**src/hw/rtl/grb_pkg.sv**
```systemverilog
// ----------------------------------------------------------------------------
// grb_pkg
// Shared widths, configuration codes and the exponential factor table for the
// Gaussian radial bump pipeline.
// ----------------------------------------------------------------------------
`default_nettype none

package grb_pkg;

  localparam int FRAC_BITS = 16;
  localparam int DATA_W    = 32;
  localparam int DIFF_W    = DATA_W + 1;
  localparam int SQ_W      = 2 * DATA_W;
  localparam int HALF_W    = 32;

  // The quotient has seven integer bits before it saturates at 64.0.
  localparam int INT_BITS  = 7;
  localparam int REM_W     = SQ_W + INT_BITS;
  localparam int NUM_Q     = INT_BITS + FRAC_BITS - 1;
  localparam int ARG_W     = NUM_Q + 1;
  localparam logic [ARG_W-1:0] ARG_MAX = ARG_W'(1) << NUM_Q;

  localparam int E_FRAC    = 62;
  localparam int E_W       = E_FRAC + 1;
  localparam int HI_W      = E_W - HALF_W;
  localparam int PROD_W    = 2 * E_W;
  localparam int SC_W      = DATA_W + E_W;
  localparam logic [E_W-1:0] E_ONE = E_W'(1) << E_FRAC;

  localparam int TAB_LOW   = 24;
  localparam int TAB_SIZE  = 31;
  localparam int TAB_OFS   = TAB_LOW - FRAC_BITS;

  localparam logic [DATA_W-1:0] ONE_FIX = DATA_W'(1) << FRAC_BITS;

  localparam int CFG_IDX_W = 3;

  typedef enum logic [CFG_IDX_W-1:0] {
    REG_CENTER_X   = CFG_IDX_W'(0),
    REG_CENTER_Y   = CFG_IDX_W'(1),
    REG_SPREAD     = CFG_IDX_W'(2),
    REG_PEAK_VALUE = CFG_IDX_W'(3)
  } cfg_reg_e;

  typedef struct packed {
    logic signed [DATA_W-1:0] center_x;
    logic signed [DATA_W-1:0] center_y;
    logic        [SQ_W-1:0]   s2;
    logic signed [DATA_W-1:0] peak_value;
  } grb_cfg_t;

  typedef logic [TAB_SIZE-1:0][E_W-1:0] exp_tab_t;

  // Rounded Q1.62 product, evaluated only when the table is built.
  function automatic logic [E_W-1:0] mulr_f(input logic [E_W-1:0] a,
                                           input logic [E_W-1:0] b);
    logic [PROD_W-1:0] p;
    p = PROD_W'(a) * PROD_W'(b) + (PROD_W'(1) << (E_FRAC - 1));
    return p[E_FRAC+E_W-1:E_FRAC];
  endfunction

  // Entry j holds exp(-2^(j-TAB_LOW)) in Q1.62. Small arguments use the
  // alternating Taylor sum, larger ones repeated squaring.
  function automatic exp_tab_t build_exp_tab();
    exp_tab_t    tab;
    logic [63:0] t;
    logic [63:0] s;
    logic [63:0] x;
    logic [63:0] q;
    logic [7:0]  r;
    logic        done;
    int          m;
    int          k;
    int          b;
    tab = '0;
    for (m = 1; m <= TAB_LOW; m++) begin
      t    = 64'(1) << E_FRAC;
      s    = t;
      done = 1'b0;
      for (k = 1; k < 64; k++) begin
        if (!done) begin
          x = t >> m;
          q = '0;
          r = '0;
          for (b = 63; b >= 0; b--) begin
            r = {r[6:0], x[b]};
            if (r >= 8'(k)) begin
              r    = r - 8'(k);
              q[b] = 1'b1;
            end
          end
          t = q;
          if (t == '0) begin
            done = 1'b1;
          end else if (k[0]) begin
            s = s - t;
          end else begin
            s = s + t;
          end
        end
      end
      tab[TAB_LOW-m] = s[E_W-1:0];
    end
    for (k = TAB_LOW; k < TAB_SIZE; k++) begin
      tab[k] = mulr_f(tab[k-1], tab[k-1]);
    end
    return tab;
  endfunction

  localparam exp_tab_t EXP_TAB = build_exp_tab();

endpackage

`default_nettype wire

```
**src/hw/rtl/grb_dist.sv**
```systemverilog
// ----------------------------------------------------------------------------
// grb_dist
// Three-stage squared distance: offsets from the center, squares, and a
// saturating sum.
// ----------------------------------------------------------------------------
`default_nettype none

module grb_dist (
  input  logic                               clk_i,
  input  logic                               rst_ni,
  input  logic                               valid_i,
  input  logic signed [grb_pkg::DATA_W-1:0]  pos_x_i,
  input  logic signed [grb_pkg::DATA_W-1:0]  pos_y_i,
  input  grb_pkg::grb_cfg_t                  cfg_i,
  output logic                               valid_o,
  output logic        [grb_pkg::SQ_W-1:0]    d2_o
);
  import grb_pkg::*;

  logic              vld_q [3];
  logic [DIFF_W-1:0] dx;
  logic [DIFF_W-1:0] dy;
  logic [DIFF_W-1:0] abs_x;
  logic [DIFF_W-1:0] abs_y;
  logic [DATA_W-1:0] mag_x_q;
  logic [DATA_W-1:0] mag_y_q;
  logic [SQ_W-1:0]   sq_x;
  logic [SQ_W-1:0]   sq_y;
  logic [SQ_W-1:0]   sq_x_q;
  logic [SQ_W-1:0]   sq_y_q;
  logic [SQ_W:0]     sum;
  logic [SQ_W-1:0]   d2_q;

  assign dx    = {pos_x_i[DATA_W-1], pos_x_i} - {cfg_i.center_x[DATA_W-1], cfg_i.center_x};
  assign dy    = {pos_y_i[DATA_W-1], pos_y_i} - {cfg_i.center_y[DATA_W-1], cfg_i.center_y};
  assign abs_x = dx[DIFF_W-1] ? -dx : dx;
  assign abs_y = dy[DIFF_W-1] ? -dy : dy;

  // The offset of two 32-bit values never exceeds 2^32-1 in magnitude.
  assign sq_x = SQ_W'(mag_x_q) * SQ_W'(mag_x_q);
  assign sq_y = SQ_W'(mag_y_q) * SQ_W'(mag_y_q);
  assign sum  = {1'b0, sq_x_q} + {1'b0, sq_y_q};

  always_ff @(posedge clk_i or negedge rst_ni) begin
    if (!rst_ni) begin
      vld_q[0] <= 1'b0;
      vld_q[1] <= 1'b0;
      vld_q[2] <= 1'b0;
    end else begin
      vld_q[0] <= valid_i;
      vld_q[1] <= vld_q[0];
      vld_q[2] <= vld_q[1];
    end
  end

  always_ff @(posedge clk_i) begin
    mag_x_q <= abs_x[DATA_W-1:0];
    mag_y_q <= abs_y[DATA_W-1:0];
    sq_x_q  <= sq_x;
    sq_y_q  <= sq_y;
    d2_q    <= sum[SQ_W] ? '1 : sum[SQ_W-1:0];
  end

  assign valid_o = vld_q[2];
  assign d2_o    = d2_q;

endmodule

`default_nettype wire

```
**config.mk**
```make
export PLATFORM = sky130hd
export DESIGN_NAME = grb_dist
export DESIGN_NICKNAME = d
export VERILOG_FILES = /design/src/hw/rtl/grb_pkg.sv /design/src/hw/rtl/grb_dist.sv
export SDC_FILE = /design/constraint.sdc
export NUM_CORES = 2
export LEC_CHECK = 0
export BUFFER_PORTS_ARGS = -buffer_cell sky130_fd_sc_hd__buf_2
export CORE_ASPECT_RATIO = 0.75
export CORE_MARGIN = 1
export CORE_UTILIZATION = 40
export DETAILED_ROUTE_END_ITERATION = 8
export GPL_TIMING_DRIVEN = 0
export PLACE_DENSITY = 0.6
export SYNTH_ARGS = -nofsm -noshare
export SYNTH_HDL_FRONTEND = slang
export SYNTH_SLANG_ARGS = --single-unit
```
**constraint.sdc**
```tcl
create_clock -name clk_i -period 7.7 [get_ports clk_i]
set_input_delay 0 -clock clk_i [delete_from_list [all_inputs] [get_ports clk_i]]
set_output_delay 0 -clock clk_i [all_outputs]
set_load 0.005 [all_outputs]
```
# ---- After elaboration in Yosys (flattened, before gate mapping)
# Index checks and enable logic that the tools add are counted.
dict set report totals {
  regBits 259
  output_inout_bits 65
  elab_cells 17
}
dict set report op_classes {
  add_sub_neg 5
  mul 2
  mux 2
}
# cell n
set ops {}
lappend ops {{$mul A32 B32 Y64} 2}
lappend ops {{$sub A32 B32 Y33} 2}
lappend ops {{$add A64 B64 Y65} 1}
lappend ops {{$mux W32} 2}
lappend ops {{$neg A32 Y32} 2}

# ---- Depth between registers and ports, before layout
dict set report logic_depth {
  depth_word 3
  depth_mapped 31
}

# ---- Worst setup path after synthesis
# No wires, ideal clock.
dict set report synth_timing {
  path_type {register to register}
  start {register mag_x_q[17]}
  end {register sq_x_q[47]}
  setup_ns 0.062
  arrival_ns 7.658
  path_slack_ns -0.020
  path_stages_with_launch 28
  cell_sequence {dfxtp_1 -> clkbuf_1 -> clkbuf_1 -> nand2_1 -> fa_1 -> inv_1 -> fa_1 -> inv_1 -> fa_1 -> inv_1 -> fa_1 -> fa_1 -> inv_1 -> fa_1 -> fa_1 -> fa_1 -> inv_1 -> ha_1 -> clkbuf_1 -> a21oi_1 -> o21ai_0 -> a32o_1 -> a2111oi_0 -> a211oi_2 -> o21ai_1 -> a21oi_1 -> or4b_1 -> nand3_1}
}
dict set report synth_between {
  elab_chain_cells 1
}
# item line
set synth_lines {}
lappend synth_lines {{start, declared} grb_dist.sv:25} ;# logic [DATA_W-1:0] mag_x_q;
lappend synth_lines {{start signal, assigned} grb_dist.sv:57} ;# mag_x_q <= abs_x[DATA_W-1:0];
lappend synth_lines {{$mul A32 B32 Y64} grb_dist.sv:40} ;# assign sq_x = SQ_W'(mag_x_q) * SQ_W'(mag_x_q);
lappend synth_lines {{via sq_x[47]} grb_dist.sv:27} ;# logic [SQ_W-1:0] sq_x;
lappend synth_lines {{end signal, assigned} grb_dist.sv:59} ;# sq_x_q <= sq_x;
lappend synth_lines {{end, declared} grb_dist.sv:29} ;# logic [SQ_W-1:0] sq_x_q;
# The timed path passes the listed nets, and every way through them passes these cells.
# A chain may end at the register's enable or synchronous reset.

# ---- Final worst setup path
dict set report layout_timing {
  start {register mag_x_q[4]}
  end {register sq_x_q[63]}
}
# The elaborated chain is that of the path after synthesis.

==> impl_metrics.ini <==
[synthesis]
synth-simple-area-share_pct = 12.1
yosysSeqAreaShare_pct = 6.97
synth_compound_area_share_pct = 9.15
synth_area_um2 = 74000
ys_types = 100
synth_xor_area_share_pct = 4.09
synthAdderAreaFrac_pct = 55.2
async_flop_share_pct = 1.17
synth.largest_area_cell = fa_1
synth_seq_cells = 257
synth_area_leaders = fa_1 (43%), ha_1 (12%), inv_1 (11%)
synth-edff-count = 0
syn_nets = 10700
syn_area_per_cell_um2 = 9.10
synth_warnings = 0
yosysTopAreaCellShare_pct = 43.0
synth_mux_area_share_pct = 0.266
syn_inst = 8132
synth_top_family_by_area = adder cells
synth_flop_cell = dfxtp_1

[critical_path]
crit_path_end_kind = register
worst_ep_required_time_ns = 8.27
start_kind = register
rr_startpoint = mag_x_q[4]
cp-startpoint = mag_x_q[4]
crit_type = reg2reg
crit_fanout = 6
worstPathArrival_ns = 8.48

[global_route]
grt_pass1_wl_um = 390000
grtUsageTotal_pct = 28.3
grt_max_degree = 17
grt_pass1_vias = 60400
antenna_found_initial = 33
grt-ovfl-total = 0

[floorplanning]
num_io_pins = 292
core_area_um2 = 183000
start_util_pct = 40.3
dieArea_um2 = 187000
die_h_um = 374
rows = 136
fp.dieW_um = 499

[placed_design]
place_congestion = 1.04
dpl.hpwl_um = 218000
port_buffers = 195
numPlacedInstances = 10700
placed_area_um2 = 78000

[clock_tree]
cts_buffers = 30
cts_max_level = 1
clk_pin_slew_ns = 0.07
cts-root-buf = clkbuf_16
clock-sinks = 257
cts_tree = done
insertion_delay_ns = 0.69
cts_buffer_depth = 3

[timing]
worst_slack_ns = -0.215
max_slew_margin_pct = 17.2
finalClockSkew_ns = 0.0728
fin_crit_sh_pct = 103
max_freq_mhz = 126
holdWs_ns = 0.0405
drv_slew = 0
hold_viol_final = 0
worst_pin_slew_ns = 1.24
setup_viol = 23
rsz0062_at_grt = true
fin_crit_ns = 7.92

[cells_and_area]
finalInstanceArea_um2 = 87000
nets = 11200
final_cell_mix = inv_1 (2028), fa_1 (1511), ha_1 (668)
drive_gt1_share_pct = 15.4
fillers = 17500
layout_commonest_cell = inv_1
finalNonFillerCells = 11100
seq_area_um2 = 5360
multi_input_area_um2 = 62100
areaGrowthSynthToFinish_pct = 17.5

[detailed_routing]
drc_errors = 0
drt-wirelength-per-cell_um = 23.7
first_pass_iters = 8
wl_um = 264000
first_iter_violations = 5475
ant_nets = 0
num_vias = 58700
via_per_inst = 5.29

[worst_hold_path]
hold_class = in2reg
hold_path_startpoint = cfg_i[133]

[run]
maxCapViolations = 0

[outcome]
violations = negative setup slack
status = finished, violations left
-- cell type report --
type,instances,area share [%]
Sequential cell,257,6.17
Clock buffer,35,0.931
Multi-Input combinational cell,5476,71.4
Clock inverter,21,0.361
Timing Repair Buffer,525,4.57
Buffer,281,3.97
Inverter,2075,9.04
Tap cell,2415,3.47
Antenna cell,23,0.0662
-- cells by family after synthesis --
group / Yosys count
buffers and inverters: 2399
adders and majority gates: 2310
and+or+nand+nor: 1799
AOI/OAI and AO/OA: 1003
xor gates and xnor gates: 345
DFF: 257
muxes: 19
-- stage by stage --
step / util [%] / setup TNS (ns) / worst slack, ns
2_1_floorplan: - / 0 / 0.0618
3_3_place_gp: 42.5 / -181.57 / -3.13
3_5_place_dp: 42.5 / -184.92 / -3.18
4_1_cts: 46.3 / -0.444 / -0.0855
5_1_grt: 47.4 / -5.48 / -0.362
6_report: 47.4 / -2.28 / -0.215
-- worst max-delay path, stage by stage, from the launching register on --
cell and delay, ns:
dfxtp_4 0.53, clkbuf_16 0.24, buf_6 0.14, and2_1 0.18, inv_1 0.07, fa_1 0.44
inv_1 0.18, fa_1 0.47, fa_2 0.59, fa_2 0.44, fa_2 0.60, fa_2 0.46
fa_1 0.51, fa_2 0.50, ha_4 0.35, nand3_4 0.11, buf_4 0.16, nor4_4 0.39
a2111oi_4 0.08, buf_4 0.17, a211oi_4 0.24, buf_12 0.17, o21ai_4 0.08, a211oi_2 0.24
mux2i_1 0.12, nor4_2 0.30
-- cell usage after synthesis (all sizes together) (14+ instances only) --
| master | number |
|---|---|
| and3 | 48 |
| nor2 | 236 |
| o31ai | 29 |
| a31oi | 44 |
| or3 | 25 |
| or2 | 22 |
| ha | 722 |
| a31o | 29 |
| mux2i | 14 |
| nand3 | 61 |
| inv | 2073 |
| buf | 36 |
| and2 | 473 |
| nor2b | 44 |
| dfxtp | 254 |
| a21o | 178 |
| clkbuf | 288 |
| and4 | 17 |
| xnor2 | 201 |
| fa | 1588 |
| xor2 | 144 |
| o211ai | 19 |
| nand2b | 22 |
| o21a | 39 |
| nand4 | 57 |
| a21oi | 287 |
| a211oi | 41 |
| o21bai | 36 |
| nand2 | 702 |
| nor3 | 45 |
| o21ai | 161 |
-- state kept, by name, indices dropped and copies added, names as in the netlist --
register	flops
vld_q	2
mag_y_q	32
mag_x_q	32
valid_o	1
sq_y_q	63
sq_x_q	63
d2_o	64
-- timing repair --
item,in CTS,in global routing
setup buffers,188,115
gates cloned,1,1
pin swaps,148,191
hold buffers,31,0
resized for setup,1023,338
setup endpoints to repair,103,50
endpoints found under the hold margin,22,0
-- per-layer routing --
layer	share of wire (%)	wire [um]	vias to the layer above	track usage (%)
met1	46	121000	29800	42.8
met4	3.1	8050	8	6.99
li1	-	-	25800	-
met5	0.13	334	-	1.33
met2	39	102000	2762	38.2
met3	12	31800	344	8.95
-- worst paths after layout --
kind	endpoint	slack [ns]	cells past startpoint
max	sq_x_q[63]	-0.22	25
min in group asynchronous	vld_q[1]	0.24	3
min	mag_x_q[5]	0.04	6
max in group asynchronous	valid_o	7.32	3
min reg2reg	vld_q[1]	0.35	0
max reg2reg	sq_x_q[63]	-0.22	25
Power is not shown: default switching activity piles up to over one toggle a cycle in this logic, so the estimate is an artifact.
