<file path="config.mk">
export PLATFORM = sky130hd
export DESIGN_NAME = grb_scale
export DESIGN_NICKNAME = d
export VERILOG_FILES = /design/src/hw/rtl/grb_pkg.sv /design/src/hw/rtl/grb_scale.sv
export SDC_FILE = /design/constraint.sdc
export NUM_CORES = 2
export LEC_CHECK = 0
export BUFFER_PORTS_ARGS = -buffer_cell sky130_fd_sc_hd__buf_2
export CAP_MARGIN = 10
export CORE_UTILIZATION = 44
export DETAILED_ROUTE_END_ITERATION = 7
export HOLD_SLACK_MARGIN = 0.06
export PLACE_DENSITY = 0.71
export SLEW_MARGIN = 10
export SYNTH_ARGS = -nofsm -noshare
export SYNTH_HDL_FRONTEND = slang
export SYNTH_SLANG_ARGS = --single-unit
export TNS_END_PERCENT = 10
</file>
<file path="constraint.sdc">
create_clock -name clk_i -period 5.4 [get_ports clk_i]
set_input_delay 1.08 -clock clk_i [delete_from_list [all_inputs] [get_ports clk_i]]
set_output_delay 1.08 -clock clk_i [all_outputs]
set_load 0.01 [all_outputs]
</file>
<file path="src/hw/rtl/grb_pkg.sv">
// ----------------------------------------------------------------------------
// grb_pkg
// Shared widths, configuration codes and the exponential factor table for the
// Gaussian radial bump pipeline.
// ----------------------------------------------------------------------------
`default_nettype none

package grb_pkg;

  localparam int FRAC_BITS = 16;
  localparam int DATA_W    = 32;
  localparam int DIFF_W    = DATA_W + 1;
  localparam int SQ_W      = 2 * DATA_W;
  localparam int HALF_W    = 32;

  // The quotient has seven integer bits before it saturates at 64.0.
  localparam int INT_BITS  = 7;
  localparam int REM_W     = SQ_W + INT_BITS;
  localparam int NUM_Q     = INT_BITS + FRAC_BITS - 1;
  localparam int ARG_W     = NUM_Q + 1;
  localparam logic [ARG_W-1:0] ARG_MAX = ARG_W'(1) << NUM_Q;

  localparam int E_FRAC    = 62;
  localparam int E_W       = E_FRAC + 1;
  localparam int HI_W      = E_W - HALF_W;
  localparam int PROD_W    = 2 * E_W;
  localparam int SC_W      = DATA_W + E_W;
  localparam logic [E_W-1:0] E_ONE = E_W'(1) << E_FRAC;

  localparam int TAB_LOW   = 24;
  localparam int TAB_SIZE  = 31;
  localparam int TAB_OFS   = TAB_LOW - FRAC_BITS;

  localparam logic [DATA_W-1:0] ONE_FIX = DATA_W'(1) << FRAC_BITS;

  localparam int CFG_IDX_W = 3;

  typedef enum logic [CFG_IDX_W-1:0] {
    REG_CENTER_X   = CFG_IDX_W'(0),
    REG_CENTER_Y   = CFG_IDX_W'(1),
    REG_SPREAD     = CFG_IDX_W'(2),
    REG_PEAK_VALUE = CFG_IDX_W'(3)
  } cfg_reg_e;

  typedef struct packed {
    logic signed [DATA_W-1:0] center_x;
    logic signed [DATA_W-1:0] center_y;
    logic        [SQ_W-1:0]   s2;
    logic signed [DATA_W-1:0] peak_value;
  } grb_cfg_t;

  typedef logic [TAB_SIZE-1:0][E_W-1:0] exp_tab_t;

  // Rounded Q1.62 product, evaluated only when the table is built.
  function automatic logic [E_W-1:0] mulr_f(input logic [E_W-1:0] a,
                                           input logic [E_W-1:0] b);
    logic [PROD_W-1:0] p;
    p = PROD_W'(a) * PROD_W'(b) + (PROD_W'(1) << (E_FRAC - 1));
    return p[E_FRAC+E_W-1:E_FRAC];
  endfunction

  // Entry j holds exp(-2^(j-TAB_LOW)) in Q1.62. Small arguments use the
  // alternating Taylor sum, larger ones repeated squaring.
  function automatic exp_tab_t build_exp_tab();
    exp_tab_t    tab;
    logic [63:0] t;
    logic [63:0] s;
    logic [63:0] x;
    logic [63:0] q;
    logic [7:0]  r;
    logic        done;
    int          m;
    int          k;
    int          b;
    tab = '0;
    for (m = 1; m <= TAB_LOW; m++) begin
      t    = 64'(1) << E_FRAC;
      s    = t;
      done = 1'b0;
      for (k = 1; k < 64; k++) begin
        if (!done) begin
          x = t >> m;
          q = '0;
          r = '0;
          for (b = 63; b >= 0; b--) begin
            r = {r[6:0], x[b]};
            if (r >= 8'(k)) begin
              r    = r - 8'(k);
              q[b] = 1'b1;
            end
          end
          t = q;
          if (t == '0) begin
            done = 1'b1;
          end else if (k[0]) begin
            s = s - t;
          end else begin
            s = s + t;
          end
        end
      end
      tab[TAB_LOW-m] = s[E_W-1:0];
    end
    for (k = TAB_LOW; k < TAB_SIZE; k++) begin
      tab[k] = mulr_f(tab[k-1], tab[k-1]);
    end
    return tab;
  endfunction

  localparam exp_tab_t EXP_TAB = build_exp_tab();

endpackage

`default_nettype wire

</file>
<file path="src/hw/rtl/grb_scale.sv">
// ----------------------------------------------------------------------------
// grb_scale
// Scales the falloff by the peak value with rounding half away from zero.
// The second stage is the result register.
// ----------------------------------------------------------------------------
`default_nettype none

module grb_scale (
  input  logic                              clk_i,
  input  logic                              rst_ni,
  input  logic                              valid_i,
  input  logic [grb_pkg::E_W-1:0]           e_i,
  input  grb_pkg::grb_cfg_t                 cfg_i,
  output logic                              valid_o,
  output logic signed [grb_pkg::DATA_W-1:0] value_o
);
  import grb_pkg::*;

  logic                   neg;
  logic [DATA_W-1:0]      mag_pk;
  logic [2*HALF_W-1:0]    pp_lo;
  logic [DATA_W+HI_W-1:0] pp_hi;
  logic                   vld_a_q;
  logic                   neg_q;
  logic [2*HALF_W-1:0]    pp_lo_q;
  logic [DATA_W+HI_W-1:0] pp_hi_q;
  logic [SC_W-1:0]        sum;
  logic [DATA_W-1:0]      mag_r;
  logic                   vld_b_q;
  logic [DATA_W-1:0]      value_q;

  assign neg    = cfg_i.peak_value[DATA_W-1];
  assign mag_pk = neg ? -cfg_i.peak_value : cfg_i.peak_value;
  assign pp_lo  = (2*HALF_W)'(mag_pk) * (2*HALF_W)'(e_i[HALF_W-1:0]);
  assign pp_hi  = (DATA_W+HI_W)'(mag_pk) * (DATA_W+HI_W)'(e_i[E_W-1:HALF_W]);

  assign sum   = SC_W'(pp_lo_q) + (SC_W'(pp_hi_q) << HALF_W) + (SC_W'(1) << (E_FRAC - 1));
  assign mag_r = sum[E_FRAC+DATA_W-1:E_FRAC];

  always_ff @(posedge clk_i or negedge rst_ni) begin
    if (!rst_ni) begin
      vld_a_q <= 1'b0;
      vld_b_q <= 1'b0;
    end else begin
      vld_a_q <= valid_i;
      vld_b_q <= vld_a_q;
    end
  end

  always_ff @(posedge clk_i) begin
    neg_q   <= neg;
    pp_lo_q <= pp_lo;
    pp_hi_q <= pp_hi;
    value_q <= neg_q ? -mag_r : mag_r;
  end

  assign valid_o = vld_b_q;
  assign value_o = value_q;

endmodule

`default_nettype wire

</file>
; ---- After elaboration in Yosys (flattened, before gate mapping)
; Index checks and enable logic that the tools add are counted.
[totals]
reg_bits = 161
latchBits = 0
ram_bits = 0
romBits = 0
in_bits = 226
out_inout_bits = 33
elab_cells = 14
n_memories = 0
[op_classes]
n_addsub = 4
multipliers = 2
div_mod_pow = 0
magnitude_cmp = 0
eq_ne = 0
shift = 0
muxes = 2
n_bitwise = 0
n_reduce_logical = 0
[op_table]
columns = cell, n
row1 = adder 64 x 94 -> 94 bit, 1
row2 = adder 94 x 62 -> 94 bit (second input constant), 1
row3 = multiplier 32 x 32 -> 64 bit, 1
row4 = 2-to-1 mux 32 bit, 2
row5 = negator 32 bit, 2
row6 = multiplier 32 x 31 -> 62 bit, 1

; ---- Logic depth before layout (Yosys ltp)
[logic_depth]
depth_word = 4
depth_mapped = 42
depth_no_buf = 39

; ---- Least setup slack after synthesis
; No wires, ideal clock.
[synth_path]
kind = input -> register
from = input cfg_i[0] in the netlist's numbering
to = register pp_hi_q[61]
arrival_time_ns = 10.206
slack_ns = -4.928
cell_stages = 38
n_path_buf = 3
cell_sequence = clkbuf_1 -> clkbuf_1 -> inv_1 -> ha_1 -> nand2b_1 -> nand2b_1 -> or3_1 -> nand2b_1 -> or2_1 -> or4_1 -> o21ai_1 -> xnor2_1 -> clkbuf_1 -> and2_1 -> fa_1 -> fa_1 -> fa_1 -> inv_1 -> [... 2 more ...] -> fa_1 -> fa_1 -> fa_1 -> inv_1 -> fa_1 -> inv_1 -> ha_1 -> a21o_1 -> a21o_1 -> a211oi_1 -> o21ai_0 -> a21oi_1 -> a21oi_1 -> o21ai_0 -> a311oi_1 -> a31o_2 -> a41oi_1 -> xnor2_1
[synth_via]
elab_chain_cells = 3
[synth_rtl]
columns = element, line
row1 = "start, declared", grb_scale.sv:13  ; input grb_pkg::grb_cfg_t cfg_i,
row2 = negator 32 bit, grb_scale.sv:33  ; assign mag_pk = neg ? -cfg_i.peak_value : cfg_i.peak_value;
row3 = 2-to-1 mux 32 bit *, grb_scale.sv:33
row4 = multiplier 32 x 31 -> 62 bit *, grb_scale.sv:35  ; assign pp_hi = (DATA_W+HI_W)'(mag_pk) * (DATA_W+HI_W)'(e_i[E_W-1:HALF_W]);
row5 = named net pp_hi[61], grb_scale.sv:22  ; logic [DATA_W+HI_W-1:0] pp_hi;
row6 = "end signal, assigned", grb_scale.sv:53  ; pp_hi_q <= pp_hi;
row7 = "end, declared", grb_scale.sv:26  ; logic [DATA_W+HI_W-1:0] pp_hi_q;
; The timed path passes the listed nets; every way through them passes the cells marked *.

; ---- Worst setup path after layout
[layout_path]
from = input cfg_i[8] in the netlist's numbering
to = register pp_lo_q[46]
[layout_via]
elab_chain_cells = 3
[layout_rtl]
columns = element, line
row1 = negator 32 bit, grb_scale.sv:33
row2 = 2-to-1 mux 32 bit *, grb_scale.sv:33
row3 = multiplier 32 x 32 -> 64 bit *, grb_scale.sv:34  ; assign pp_lo = (2*HALF_W)'(mag_pk) * (2*HALF_W)'(e_i[HALF_W-1:0]);
row4 = named net pp_lo[46], grb_scale.sv:21  ; logic [2*HALF_W-1:0] pp_lo;
row5 = "end signal, assigned", grb_scale.sv:52  ; pp_lo_q <= pp_lo;
row6 = "end, declared", grb_scale.sv:25  ; logic [2*HALF_W-1:0] pp_lo_q;
; Marked as above.

==> metrics <==
Tmin final ~9.7 ns; Via-to-Cell Ratio between 5 and 6; Worst Path Buf+Inv 11; Worst Setup End Kind flop; sequential share of the synthesized area roughly 3.7%; register bit total from synthesis around 130; final period utilization 179.2%; post-route insts no fill around 10000; outcome complete, but fails checks; Final Setup Violations 87; area grow syn2layout 16.14%; antenna viol nets, final 0; largest area contributor in the netlist fa_1; Critical Path RT ~5.7 ns; number of synthesized flops with an enable pin 0; Initial DRT Pass Iterations 6; H-tree depth 4; Routed WL roughly 190000 um; first-pass GRT wire length around 310000 um; Final Hold Viols 0; CP Depth 37; Post-route DRC 0; TritonCTS Sinks around 130; worst slack, placed -5.373 ns; CTS max path bufs 2; Total GRT Usage around 25%; largest net degree at the start of global routing around 60; initial antenna violation count 18; critical path arrival approximately 10 ns; worst setup skew after layout 0.01615 ns; DIE HEIGHT approximately 400 um; clk root buf clkbuf_16; measured slew at the worst slew-check pin 0.8201 ns; die outline width approximately 400 um; YS warnings 0; CTS Buf Count 17; Hold Path Cell Cnt 0; CP Class primary input to flop; io pins about 260; Mapped Area 69380 um^2; Post-synth top cells 1760 x fa_1, 1670 x inv_1, 1101 x and2_1, 1000 x nand2_1, 574 x ha_1; Post-Syn Nets between 10000 and 15000; max incr delay on CP 0.53 ns; CTS tree done; GRT Residual Overflow 0; Async S/R FF share, synth under 10%; hold crit path type flop to flop; most frequent CP cell fa_1; Starting DRT DRC Count between 3000 and 4000; max frequency 103.3 MHz; die area roughly 160000 um^2; delay-heaviest family, CP adder cells; Worst-path clk slew about 0.060 ns; top cell type's share of synthesized area just over 50%; number of max-cap violations 0; worst-path fanout max 11; failing checks negative setup slack; CP max stage cell fa_1; met1 Track Usage GR about a third; fraction of layout cells with a size suffix above 1 15.62%; Synth Area per Inst between 9 and 10 um^2; Synth cell types 88; Rows between 100 and 150; Nets about 11000; average wire per standard cell about 19 um; Top FF cell, synth dfxtp_1; I/O Buffers 130; count leader, synth fa_1; Vias 52320; cell count after synthesis about 7500; number of global-route vias before repair between 50000 and 60000; final worst slack -4.277 ns; cts hold-fix bufs 0; worst reg2reg path depth 14; Startpoint Class primary input; placed wire-length estimate 165900 um; placed cells 10030; met3 usage under 10%; busiest metal layer after global routing met2; gp weighted congestion between 0.9 and 1; Clock Latency Late Sink approximately 0.47 ns; Synth area leaders fa_1 51%, ha_1 10%, and2_1 9.9%; RSZ-0062 raised after global routing yes; Core Footprint roughly 160000 um^2; fill cell count approximately 14000; met2 usage 41.42%; Initial Util 44.36%; Pins Over Slew Limit 0; slew margin rel. between 40% and 50%
-- state kept, by name, summed over array words and instances (netlist names) --
| signal | flops |
|---|---|
| vld_a_q | 1 |
| value_o | 32 |
| pp_lo_q | 32 |
| pp_hi_q | 62 |
| neg_q | 1 |
| valid_o | 1 |
-- layout by cell type, fill, tap and decap left out, types with 21 or more instances in the layout --
cell type | netlist | final
fa_1 | 1760 | 1732
inv_1 | 1670 | 1658
and2_1 | 1101 | 1080
nand2_1 | 1000 | 996
buf_4 | 0 | 701
ha_1 | 574 | 541
buf_2 | 1 | 127
dfxtp_1 | 127 | 127
xnor2_1 | 132 | 99
a21oi_1 | 115 | 86
buf_12 | 0 | 75
a21o_1 | 66 | 65
nor2_1 | 57 | 49
o21ai_0 | 74 | 47
xor2_1 | 42 | 36
a21oi_2 | 2 | 29
nand3_1 | 32 | 29
fa_2 | 0 | 28
ha_4 | 0 | 28
xnor2_2 | 0 | 25
o21ai_1 | 10 | 22
nand4_1 | 22 | 22
buf_6 | 0 | 22
and2_4 | 0 | 21
-- cell type report --
cell class                      count  area, um^2  area share [%]
Inverter                         1670        6271           7.782
Clock buffer                       17       425.4          0.5279
Sequential cell                   129        2592           3.217
Timing Repair Buffer              929        7730           9.593
Antenna cell                        8       20.02         0.02484
Multi-Input combinational cell   5290       60740           75.38
Clock inverter                     14       225.2          0.2795
Tap cell                         2058        2575           3.196
-- logic make-up (layout without fill, tap and decap cells) --
| family | count (synthesis) | after routing | synth area share [%] |
|---|---|---|---|
| AOI/OAI and AO/OA | 430 | 430 | 4.222 |
| xor gates and xnor gates | 174 | 174 | 2.197 |
| adders and majority gates | 2334 | 2334 | 61.14 |
| buffers and inverters | 2072 | 2630 | 11.21 |
| DFF | 129 | 129 | 3.737 |
| muxes | 5 | 5 | 0.08295 |
| other | 0 | 8 | 0 |
| and+or+nand+nor | 2347 | 2347 | 17.41 |
-- through the flow --
| step | utilization (%) | setup TNS, ns | area [um^2] | hold WS [ns] |
|---|---|---|---|---|
| floorplan | - | -299.55 | 69840 | 0.3312 |
| global placement | 50.00 | -369.78 | 78190 | 0.3354 |
| detailed placement | 50.00 | -378.53 | 78190 | 0.3395 |
| CTS | 51.14 | -299.00 | 79970 | 0.3546 |
| global route | 51.52 | -325.18 | 80570 | 0.3573 |
| finish | 51.52 | -302.62 | 80580 | 0.3514 |
-- final timing paths --
check / from / endpoint / slack [ns]
hold / removal: vld_a_q / valid_o / 0.35
setup / recovery: cfg_i[8] / pp_lo_q[46] / -4.28
min in group asynchronous: rst_ni / vld_a_q / 0.39
hold reg to reg: vld_a_q / valid_o / 0.35
setup reg to reg: pp_lo_q[52] / value_o[22] / 0.80
max in group asynchronous: rst_ni / valid_o / 4.91
-- metal layers --
metal | wire length, um | vias to the layer above
li1 | - | 23000
met1 | 79440 | 27110
met2 | 92500 | 1846
met3 | 13920 | 361
met4 | 7572 | 10
met5 | 69 | -
-- repair_timing --
item                                    CTS  global route
endpoints found under the setup margin   88            87
pin swaps                               104           114
resized for setup                       181            91
gates cloned                              1             1
setup buffers                            22            23
Power is left out: the tool's default activity adds up to more than one toggle a clock period on the data nets, which glitch-free logic cannot reach.
